<file path="src/rtl/core/kwsc_pkg.sv">
// Shared constants and types for the keyword substitution cipher.
package kwsc_pkg;

   localparam int KeyLen   = 5;
   localparam int AlphaLen = 26;

   localparam int LetterW = 5;
   localparam int CharW   = 8;
   localparam int CsrIdxW = 3;

   localparam logic [CharW-1:0] CharLowerA = 8'h61;
   localparam logic [CharW-1:0] CharLowerZ = 8'h7A;
   localparam logic [CharW-1:0] CharUpperA = 8'h41;
   localparam logic [CharW-1:0] CharUpperZ = 8'h5A;

   localparam logic [LetterW-1:0] LastLetter = LetterW'(AlphaLen - 1);

   typedef enum logic [CsrIdxW-1:0] {
      CSR_KEY0      = 3'd0,
      CSR_KEY1      = 3'd1,
      CSR_KEY2      = 3'd2,
      CSR_KEY3      = 3'd3,
      CSR_KEY4      = 3'd4,
      CSR_DIRECTION = 3'd5
   } csr_index_type;

   typedef logic [LetterW-1:0] letter_type;

endpackage

</file>
<file path="src/rtl/core/keyword_substitution_cipher_top.sv">
// Keyword substitution cipher: lookup tables, rebuild sweep and two-stage datapath.

// Takes one byte per cycle on the req_ channel and returns one byte per cycle on the
// rsp_ channel unless stalled, with an output register that lets a new byte enter while
// a result still waits. The cipher alphabet lives in two 26-entry memories (forward and
// inverse), each with a registered read; a letter is looked up at its alphabet position
// and rebased to its original case, anything else passes through. The tables are
// rebuilt by a sweep, one letter per cycle unless a CSR write holds it, after reset and
// after every key letter write; req_ready is low during the sweep. A repeated key
// letter or one above z sets rsp_key_error and passes every byte through.
module keyword_substitution_cipher_top
   import kwsc_pkg::*;
(
   input  logic               clock,
   input  logic               reset,
   input  logic               req_valid,
   output logic               req_ready,
   input  logic [CharW-1:0]   req_char_in,
   output logic               rsp_valid,
   input  logic               rsp_ready,
   output logic [CharW-1:0]   rsp_char_out,
   output logic               rsp_key_error,
   input  logic               csr_we,
   input  logic [CsrIdxW-1:0] csr_index,
   input  logic [LetterW-1:0] csr_wdata
);

   // configuration
   letter_type key_ff [KeyLen];
   logic       dir_ff;

   // rebuild sweep
   logic       sweep_ff, sweep_in;
   letter_type cnt_ff, cnt_in;
   letter_type free_ff, free_in;

   // tables
   letter_type enc_mem [AlphaLen];
   letter_type dec_mem [AlphaLen];
   letter_type enc_rd_ff, dec_rd_ff;

   // datapath
   logic             s1_valid_ff, s1_valid_in;
   logic [CharW-1:0] s1_char_ff;
   logic             s1_lower_ff, s1_upper_ff, s1_err_ff, s1_dir_ff;
   logic             rsp_valid_ff, rsp_valid_in;
   logic [CharW-1:0] rsp_char_ff, rsp_char_in;
   logic             rsp_err_ff;

   logic       key_err;
   logic       key_hit;
   letter_type sweep_pos;
   logic       sweep_wr;
   logic       in_lower, in_upper;
   letter_type rd_idx;
   logic       req_xfer, s1_adv;
   letter_type mapped;
   logic [CharW-1:0] base;

   // key validity: every letter in range and all distinct
   always_comb begin
      key_err = 1'b0;
      for (int i = 0; i < KeyLen; i++) begin
         if (key_ff[i] > LastLetter) key_err = 1'b1;
         for (int j = i + 1; j < KeyLen; j++) begin
            if (key_ff[i] == key_ff[j]) key_err = 1'b1;
         end
      end
   end

   always_ff @(posedge clock) begin
      if (reset) begin
         for (int i = 0; i < KeyLen; i++) key_ff[i] <= LetterW'(i);
         dir_ff <= 1'b0;
      end else if (csr_we) begin
         if (csr_index < CsrIdxW'(KeyLen)) key_ff[csr_index] <= csr_wdata;
         else if (csr_index == CSR_DIRECTION) dir_ff <= csr_wdata[0];
      end
   end

   // sweep: letter cnt_ff goes to its key slot, or to the next free slot after the key
   always_comb begin
      key_hit   = 1'b0;
      sweep_pos = LetterW'(KeyLen) + free_ff;
      for (int j = KeyLen - 1; j >= 0; j--) begin
         if (key_ff[j] == cnt_ff) begin
            key_hit   = 1'b1;
            sweep_pos = LetterW'(j);
         end
      end
   end

   assign sweep_wr = sweep_ff && !csr_we;

   always_comb begin
      sweep_in = sweep_ff;
      cnt_in   = cnt_ff;
      free_in  = free_ff;
      if (csr_we && csr_index < CsrIdxW'(KeyLen)) begin
         // restart with the new key
         sweep_in = 1'b1;
         cnt_in   = '0;
         free_in  = '0;
      end else if (sweep_wr) begin
         cnt_in  = cnt_ff + 1'b1;
         free_in = key_hit ? free_ff : free_ff + 1'b1;
         if (cnt_ff == LastLetter) sweep_in = 1'b0;
      end
   end

   always_ff @(posedge clock) begin
      if (reset) begin
         sweep_ff <= 1'b1;
         cnt_ff   <= '0;
         free_ff  <= '0;
      end else begin
         sweep_ff <= sweep_in;
         cnt_ff   <= cnt_in;
         free_ff  <= free_in;
      end
   end

   // input side
   assign in_lower = (req_char_in >= CharLowerA) && (req_char_in <= CharLowerZ);
   assign in_upper = (req_char_in >= CharUpperA) && (req_char_in <= CharUpperZ);

   always_comb begin
      rd_idx = '0;
      if (in_lower)      rd_idx = LetterW'(req_char_in - CharLowerA);
      else if (in_upper) rd_idx = LetterW'(req_char_in - CharUpperA);
   end

   assign s1_adv    = s1_valid_ff && (!rsp_valid_ff || rsp_ready);
   assign req_ready = !sweep_ff && (!s1_valid_ff || s1_adv);
   assign req_xfer  = req_valid && req_ready;

   // table memories; read only on a transfer so the data holds while stage 1 stalls
   always_ff @(posedge clock) begin
      if (sweep_wr) begin
         enc_mem[sweep_pos] <= cnt_ff;
         dec_mem[cnt_ff]    <= sweep_pos;
      end
      if (req_xfer) begin
         enc_rd_ff <= enc_mem[rd_idx];
         dec_rd_ff <= dec_mem[rd_idx];
      end
   end

   always_comb begin
      s1_valid_in = s1_valid_ff;
      if (req_xfer)    s1_valid_in = 1'b1;
      else if (s1_adv) s1_valid_in = 1'b0;
   end

   always_ff @(posedge clock) begin
      if (req_xfer) begin
         s1_char_ff  <= req_char_in;
         s1_lower_ff <= in_lower;
         s1_upper_ff <= in_upper;
         s1_err_ff   <= key_err;
         s1_dir_ff   <= dir_ff;
      end
   end

   // output stage
   assign mapped = s1_dir_ff ? dec_rd_ff : enc_rd_ff;
   assign base   = s1_lower_ff ? CharLowerA : CharUpperA;

   always_comb begin
      rsp_char_in = s1_char_ff;
      if (!s1_err_ff && (s1_lower_ff || s1_upper_ff)) rsp_char_in = base + CharW'(mapped);
   end

   always_comb begin
      rsp_valid_in = rsp_valid_ff;
      if (s1_adv)         rsp_valid_in = 1'b1;
      else if (rsp_ready) rsp_valid_in = 1'b0;
   end

   always_ff @(posedge clock) begin
      if (reset) begin
         s1_valid_ff  <= 1'b0;
         rsp_valid_ff <= 1'b0;
      end else begin
         s1_valid_ff  <= s1_valid_in;
         rsp_valid_ff <= rsp_valid_in;
      end
   end

   always_ff @(posedge clock) begin
      if (s1_adv) begin
         rsp_char_ff <= rsp_char_in;
         rsp_err_ff  <= s1_err_ff;
      end
   end

   assign rsp_valid     = rsp_valid_ff;
   assign rsp_char_out  = rsp_char_ff;
   assign rsp_key_error = rsp_err_ff;

endmodule
</file>
<file path="config.mk">
export PLATFORM = sky130hd
export DESIGN_NAME = keyword_substitution_cipher_top
export DESIGN_NICKNAME = d
export VERILOG_FILES = /design/src/rtl/core/kwsc_pkg.sv /design/src/rtl/core/keyword_substitution_cipher_top.sv
export SDC_FILE = /design/constraint.sdc
export NUM_CORES = 1
export LEC_CHECK = 0
export BUFFER_PORTS_ARGS = -buffer_cell sky130_fd_sc_hd__buf_2
export CAP_MARGIN = 5
export CORE_MARGIN = 1.5
export CORE_UTILIZATION = 55
export CTS_CLUSTER_SIZE = 30
export DETAILED_ROUTE_END_ITERATION = 8
export PLACE_DENSITY = 0.71
export SLEW_MARGIN = 25
export SYNTH_ARGS = -nofsm -noshare
export SYNTH_HDL_FRONTEND = slang
export SYNTH_SLANG_ARGS = --single-unit
</file>
<file path="constraint.sdc">
create_clock -name clock -period 7.7 [get_ports clock]
set_input_delay 1.925 -clock clock [delete_from_list [all_inputs] [get_ports clock]]
set_output_delay 1.925 -clock clock [all_outputs]
set_load 0.05 [all_outputs]
</file>
### Word level (Yosys, flattened, before mapping)

Memory sizes are Yosys's and may differ from the RTL's. A register that Yosys moved wholly into a read port is not among the register bits.
Cells that the tools add are included.

* $add $sub $neg: 6
* eq/ne operators: 17
* reduce and logical (&&, ||, !) cells: 24
* mux-type cells: 31
* bitwise gates (word level): 2
* $lt $le $gt $ge: 10

Operators with widths (count)
* $eq A5 B5 Y1: 15
* $mux W5: 9
* $gt A5 B5 Y1 const B: 5
* $mux W1: 19
* $ge A8 B7 Y1 const B: 2
* $le A8 B7 Y1 const B: 2
* $reduce_or A14 Y1: 1
* $add A5 B1 Y5 const B: 2
* $sub A5 B1 Y5 const B: 2
* $add A7 B5 Y8: 1
* $logic_and A1 B1 Y1: 8
* $mux W8: 1
* $mux W6: 1
* $add A3 B5 Y5 const A: 1
* $eq A5 B5 Y1 const B: 1
* $logic_not A1 Y1: 5
* $reduce_or A5 Y1: 1
* $reduce_and A2 Y1: 2
* $reduce_bool A2 Y1: 2
* $eq A3 B3 Y1 const B: 1
* $logic_or A1 B1 Y1: 3
* $lt A3 B3 Y1 const B: 1
* $mux W3: 1
* $reduce_and A3 Y1: 1
* 2 further kinds: 3

* bits in registers: 35
* RAM bits: 285
* logic and storage cells: 106
* memories: 3
* output and inout bits: 11

Memories
* dec_mem: depth 26, width 5, read ports 1, clocked after memory_dff 1, wr ports 1, line keyword_substitution_cipher_top.sv:39 `letter_type dec_mem [AlphaLen];`
* enc_mem: depth 26, width 5, read ports 1, clocked after memory_dff 1, wr ports 1, line keyword_substitution_cipher_top.sv:38 `letter_type enc_mem [AlphaLen];`
* key_ff: depth 5, width 5, read ports 5, clocked after memory_dff 0, wr ports 5, line keyword_substitution_cipher_top.sv:29 `letter_type key_ff [KeyLen];`

### Depth between registers and ports, before layout

An unclocked memory read counts as a cell.

* depth after elaboration: 9
* gate-level depth with buffers: 14

### Worst setup path before layout

No wires, ideal clock.

* kind: input port to flip-flop
* start point: in req_char_in[0]
* end point: reg enc_rd_ff[3] (read register of enc_mem), data pin
* buffers on the path: 5
* library setup time: 254 ps
* arrival: 4674 ps
* setup slack: 2771 ps
* stages on the path: 13
* path through: buf_4 -> buf_2 -> buf_2 -> inv_1 -> clkbuf_1 -> ha_1 -> xnor2_2 -> nand2_1 -> or4_1 -> buf_2 -> o221ai_1 -> o221ai_1 -> o21a_1

* word-level cells in the longest chain between the ends: 4
* elaborated cells between the ends (all ways): 10
* classes of those cells: add/sub: 2; order compare: 4; mux: 2; reduce/logical: 2

RTL lines
* from (decl): line keyword_substitution_cipher_top.sv:18 `input logic [CharW-1:0] req_char_in,`
* $ge A8 B7 Y1 or $le A8 B7 Y1 (tied branches): line keyword_substitution_cipher_top.sv:125 `assign in_upper = (req_char_in >= CharUpperA) && (req_char_in <= CharUpperZ);`
* $logic_and A1 B1 Y1: line keyword_substitution_cipher_top.sv:125
* $mux W5: line keyword_substitution_cipher_top.sv:130 `else if (in_upper) rd_idx = LetterW'(req_char_in - CharUpperA);`
* $mux W5 *: line keyword_substitution_cipher_top.sv:129 `if (in_lower) rd_idx = LetterW'(req_char_in - CharLowerA);`
* to (decl): line keyword_substitution_cipher_top.sv:40 `letter_type enc_rd_ff, dec_rd_ff;`

Mark *: on every way between the ends. The rest lies on a longest branch, timed or not.
A chain may end at the register's enable or synchronous reset.

### Worst setup path after layout

Ends and elaborated chain as after synthesis.

==> impl_metrics.tcl <==
set metrics [dict create \
    period_needed_ns 5.12 \
    ys.flop_type "edfxtp_1" \
    status "completed" \
    syn-num-nets 1094 \
    worst_slew_pin_slew_ns 1.07 \
    syn_to_final_growth_pct 9.16 \
    fmax_ghz 0.195 \
    finClkSkew_ns 0.0171 \
    reg2reg_from "cnt_ff[4]$_SDFFE_PP0P_" \
    hpwl_mm 22.6 \
    postRouteAntennaNets 0 \
    grt_busiest_layer "met2" \
    cts-resized-gates 0 \
    p_switching_uw 853 \
    finalInstanceArea_mm2 0.0163 \
    via_count 8832 \
    power_leakage_nw 5.38 \
    max-vdd-ir-drop_uv 170 \
    seq_power_share_pct 52.9 \
    rsz0062_at_grt "false" \
    start_util_pct 55.7 \
    cts_setup_buffers 0 \
    use_met3_pct 4.51 \
    cts_htree_levels 2 \
    cap_violations 0 \
    slew_headroom_pct 28.7 \
    final_core_util_pct 60.8 \
    die_w_um 168 \
    gp_congestion 0.962 \
    cts.sinks 330 \
    hold_class "flip-flop to flip-flop" \
    p_comb_share_pct 7.6 \
    tns_ns 0 \
    crit_slowest_cell "buf_4" \
    gr-total-overflow 0 \
    netlist_instances 1064 \
    track_usage_pct 24.5 \
    grt_use_met1_pct 32.6 \
    hold_viol_final 0 \
    cts_tree "yes" \
    synth_edf_count 316 \
    yosysWarningCount 0 \
    dpl_cell_area_mm2 0.0153 \
    p_per_area_mw_per_mm2 234 \
    fp.dieH_um 168 \
    drt-initial-drc-count 991 \
    synth_seq_area_share_pct 65.4 \
    viasPerCell 6.18 \
    n_fill_cell 1999 \
    final_cell_mix "316 x edfxtp_1, 92 x nor2_1, 51 x nand2_1" \
    setup_viol 0 \
    critPathKind "input pin to flip-flop" \
    path_delay_family "simple AND/OR/NAND/NOR gates" \
    crit_fanout 59 \
    dieArea_mm2 0.0282 \
    synth.distinct_cells 65 \
    worst_setup_path_end_kind "flip-flop" \
    start_kind "input pin" \
    grt_pass1_vias 8933 \
    final_net_count 1100 \
    drc 0 \
    path_clk_slew_ns 0.06 \
    rrSetupSlack_ns 3.74 \
    avgSynthCellArea_um2 14.0 \
    critPathCapture "enc_rd_ff[3]$_DFFE_PP_" \
    cp.required_ns 7.97 \
    routed_wl_mm 33.3 \
    switching_share_pct 22.3 \
    crit_chain "buf_4, buf_4, ha_1, nor2_1, a21oi_1, nand2_1, nor2_1, o221ai_1, o21a_1" \
    cts-root-buf "clkbuf_16" \
    row_count 60 \
    cpPeakStageDelay_ns 0.73 \
    hp-start "free_ff[1]$_SDFFE_PP0P_" \
    antenna_found_initial 0 \
    rr_worst_depth 8 \
    p_int_mw 2.96 \
    use_met2_pct 39.9 \
    io_pins 32 \
    post-route-period-util_pct 66.5 \
    final_common_cell "edfxtp_1" \
    grt_max_degree 60 \
    wl_per_cell_um 23.3 \
    grt_pass1_wl_mm 51.8 \
    cts_buffer_depth 3 \
    cts_buffers 35 \
    path_buf_inv 2 \
    cp-startpoint "req_char_in[0]" \
    synthesis.area_mm2 0.0149 \
    finalMaxSlewViolations 0 \
    core_area_mm2 0.0268 \
    p_clk_share_pct 39.5 \
    async_flop_share_pct 0 \
    r2r_end "enc_mem[8][3]$_DFFE_PP_" \
    critPathArrivalTime_ns 5.39 \
    firstDrtPassIters 5 \
    port_buffers 31 \
    cp.depth 9 \
    ys_seq_elements 330 \
    ctsHoldBuffers 0 \
    drive_gt1_share_pct 14.5 \
    n_antenna_cell 0 \
    clk_latency_ns 0.51 \
]
-- sequential cells by signal, summed over array words and instances, names as in the netlist --
register and flops:
cnt_ff 5, dec_mem 130, dec_rd_ff 5, dir_ff 1
enc_mem 130, enc_rd_ff 5, free_ff 5, key_ff 25
rsp_char_out 8, rsp_key_error 1, rsp_valid 1, s1_char_ff 8
s1_dir_ff 1, s1_err_ff 1, s1_lower_ff 1, s1_upper_ff 1
s1_valid_ff 1, sweep_ff 1
-- routing by layer --
layer	part of all wire (%)	routed length (um)
met1	41	13600
met2	47	15700
met3	8.1	2710
met4	3.8	1280
met5	0	0
-- worst reg2reg max path: stages (launching register included) --
cell	delay (ns)
dfxtp_1	0.47
buf_4	0.40
xnor2_1	0.20
nand3_1	0.13
nor3_4	0.36
a311o_1	0.22
inv_1	0.41
or4b_1	0.94
nor2_1	0.48
-- cells in the mapped netlist, types with 8 or more instances --
| cell | n | area share, % |
|---|---|---|
| edfxtp_1 | 316 | 64 |
| dfxtp_1 | 14 | 1.9 |
| nor2_1 | 92 | 2.3 |
| mux2i_1 | 39 | 2.6 |
| xnor2_1 | 46 | 2.7 |
| and3_1 | 9 | 0.38 |
| or2_2 | 8 | 0.34 |
| clkbuf_1 | 37 | 0.93 |
| and2_1 | 25 | 1.0 |
| mux4_2 | 23 | 3.5 |
| inv_1 | 8 | 0.20 |
| buf_2 | 32 | 1.1 |
| nand3b_1 | 8 | 0.40 |
| a32oi_1 | 10 | 0.59 |
| nand2_1 | 51 | 1.3 |
| a31oi_1 | 26 | 1.1 |
| o211ai_1 | 16 | 0.80 |
| ha_1 | 9 | 0.75 |
| o21ai_0 | 41 | 1.4 |
| nor3_1 | 17 | 0.57 |
| xor2_1 | 45 | 2.6 |
| mux2_2 | 16 | 1.2 |
| a21oi_1 | 34 | 1.1 |
| nand3_1 | 22 | 0.74 |
-- worst min-delay path by stage --
stage                                    to  depth (start not counted)  slack (ns)
floorplan               s1_dir_ff$_DFFE_PP_                          0        0.41
global placement        s1_dir_ff$_DFFE_PP_                          0        0.49
detailed placement  free_ff[1]$_SDFFE_PP0P_                          2        0.50
CTS                 free_ff[1]$_SDFFE_PP0P_                          2        0.51
global route            s1_dir_ff$_DFFE_PP_                          0        0.53
finish              free_ff[1]$_SDFFE_PP0P_                          2        0.51
-- power groups by stage --
stage                     registers [mW]  clock network, mW  logic (mW)
after floorplan                     2.04                  0       0.221
after global placement              2.06                  0       0.282
final                               2.02               1.51       0.290
after detailed placement            2.06                  0       0.288
after global routing                2.02               1.60       0.315
after CTS                           2.02               1.53       0.289
-- per-stage QoR --
step / worst slack [ns] / cells / power (mW) / hold slack [ns]
after floorplan: 2.77 / 1064 / 2.26 / 0.408
after global placement: 2.20 / 1374 / 2.34 / 0.492
after CTS: 2.61 / 1430 / 3.84 / 0.515
final: 2.58 / 1430 / 3.82 / 0.513
after detailed placement: 2.09 / 1374 / 2.35 / 0.505
after global routing: 2.19 / 1430 / 3.94 / 0.533
-- layout make-up --
class / count / area, um^2 / share of cell area [%]
Clock buffer: 44 / 952 / 5.84
Clock inverter: 12 / 60.1 / 0.368
Inverter: 8 / 30.0 / 0.184
Multi-Input combinational cell: 648 / 4790 / 29.4
Sequential cell: 330 / 9770 / 59.9
Tap cell: 341 / 427 / 2.62
Timing Repair Buffer: 47 / 278 / 1.70
-- cell families (layout without fill, tap and decap cells) --
kind of cell	after synthesis	after routing	synth area share [%]
flops	330	330	65.4
compound gates	179	179	8.28
simple gates	289	289	10.0
buf+inv	86	111	2.68
xor+xnor	93	93	5.55
fa+ha+maj	9	9	0.754
mux	78	78	7.29
No activity file was read; power rests on OpenSTA's default activity.
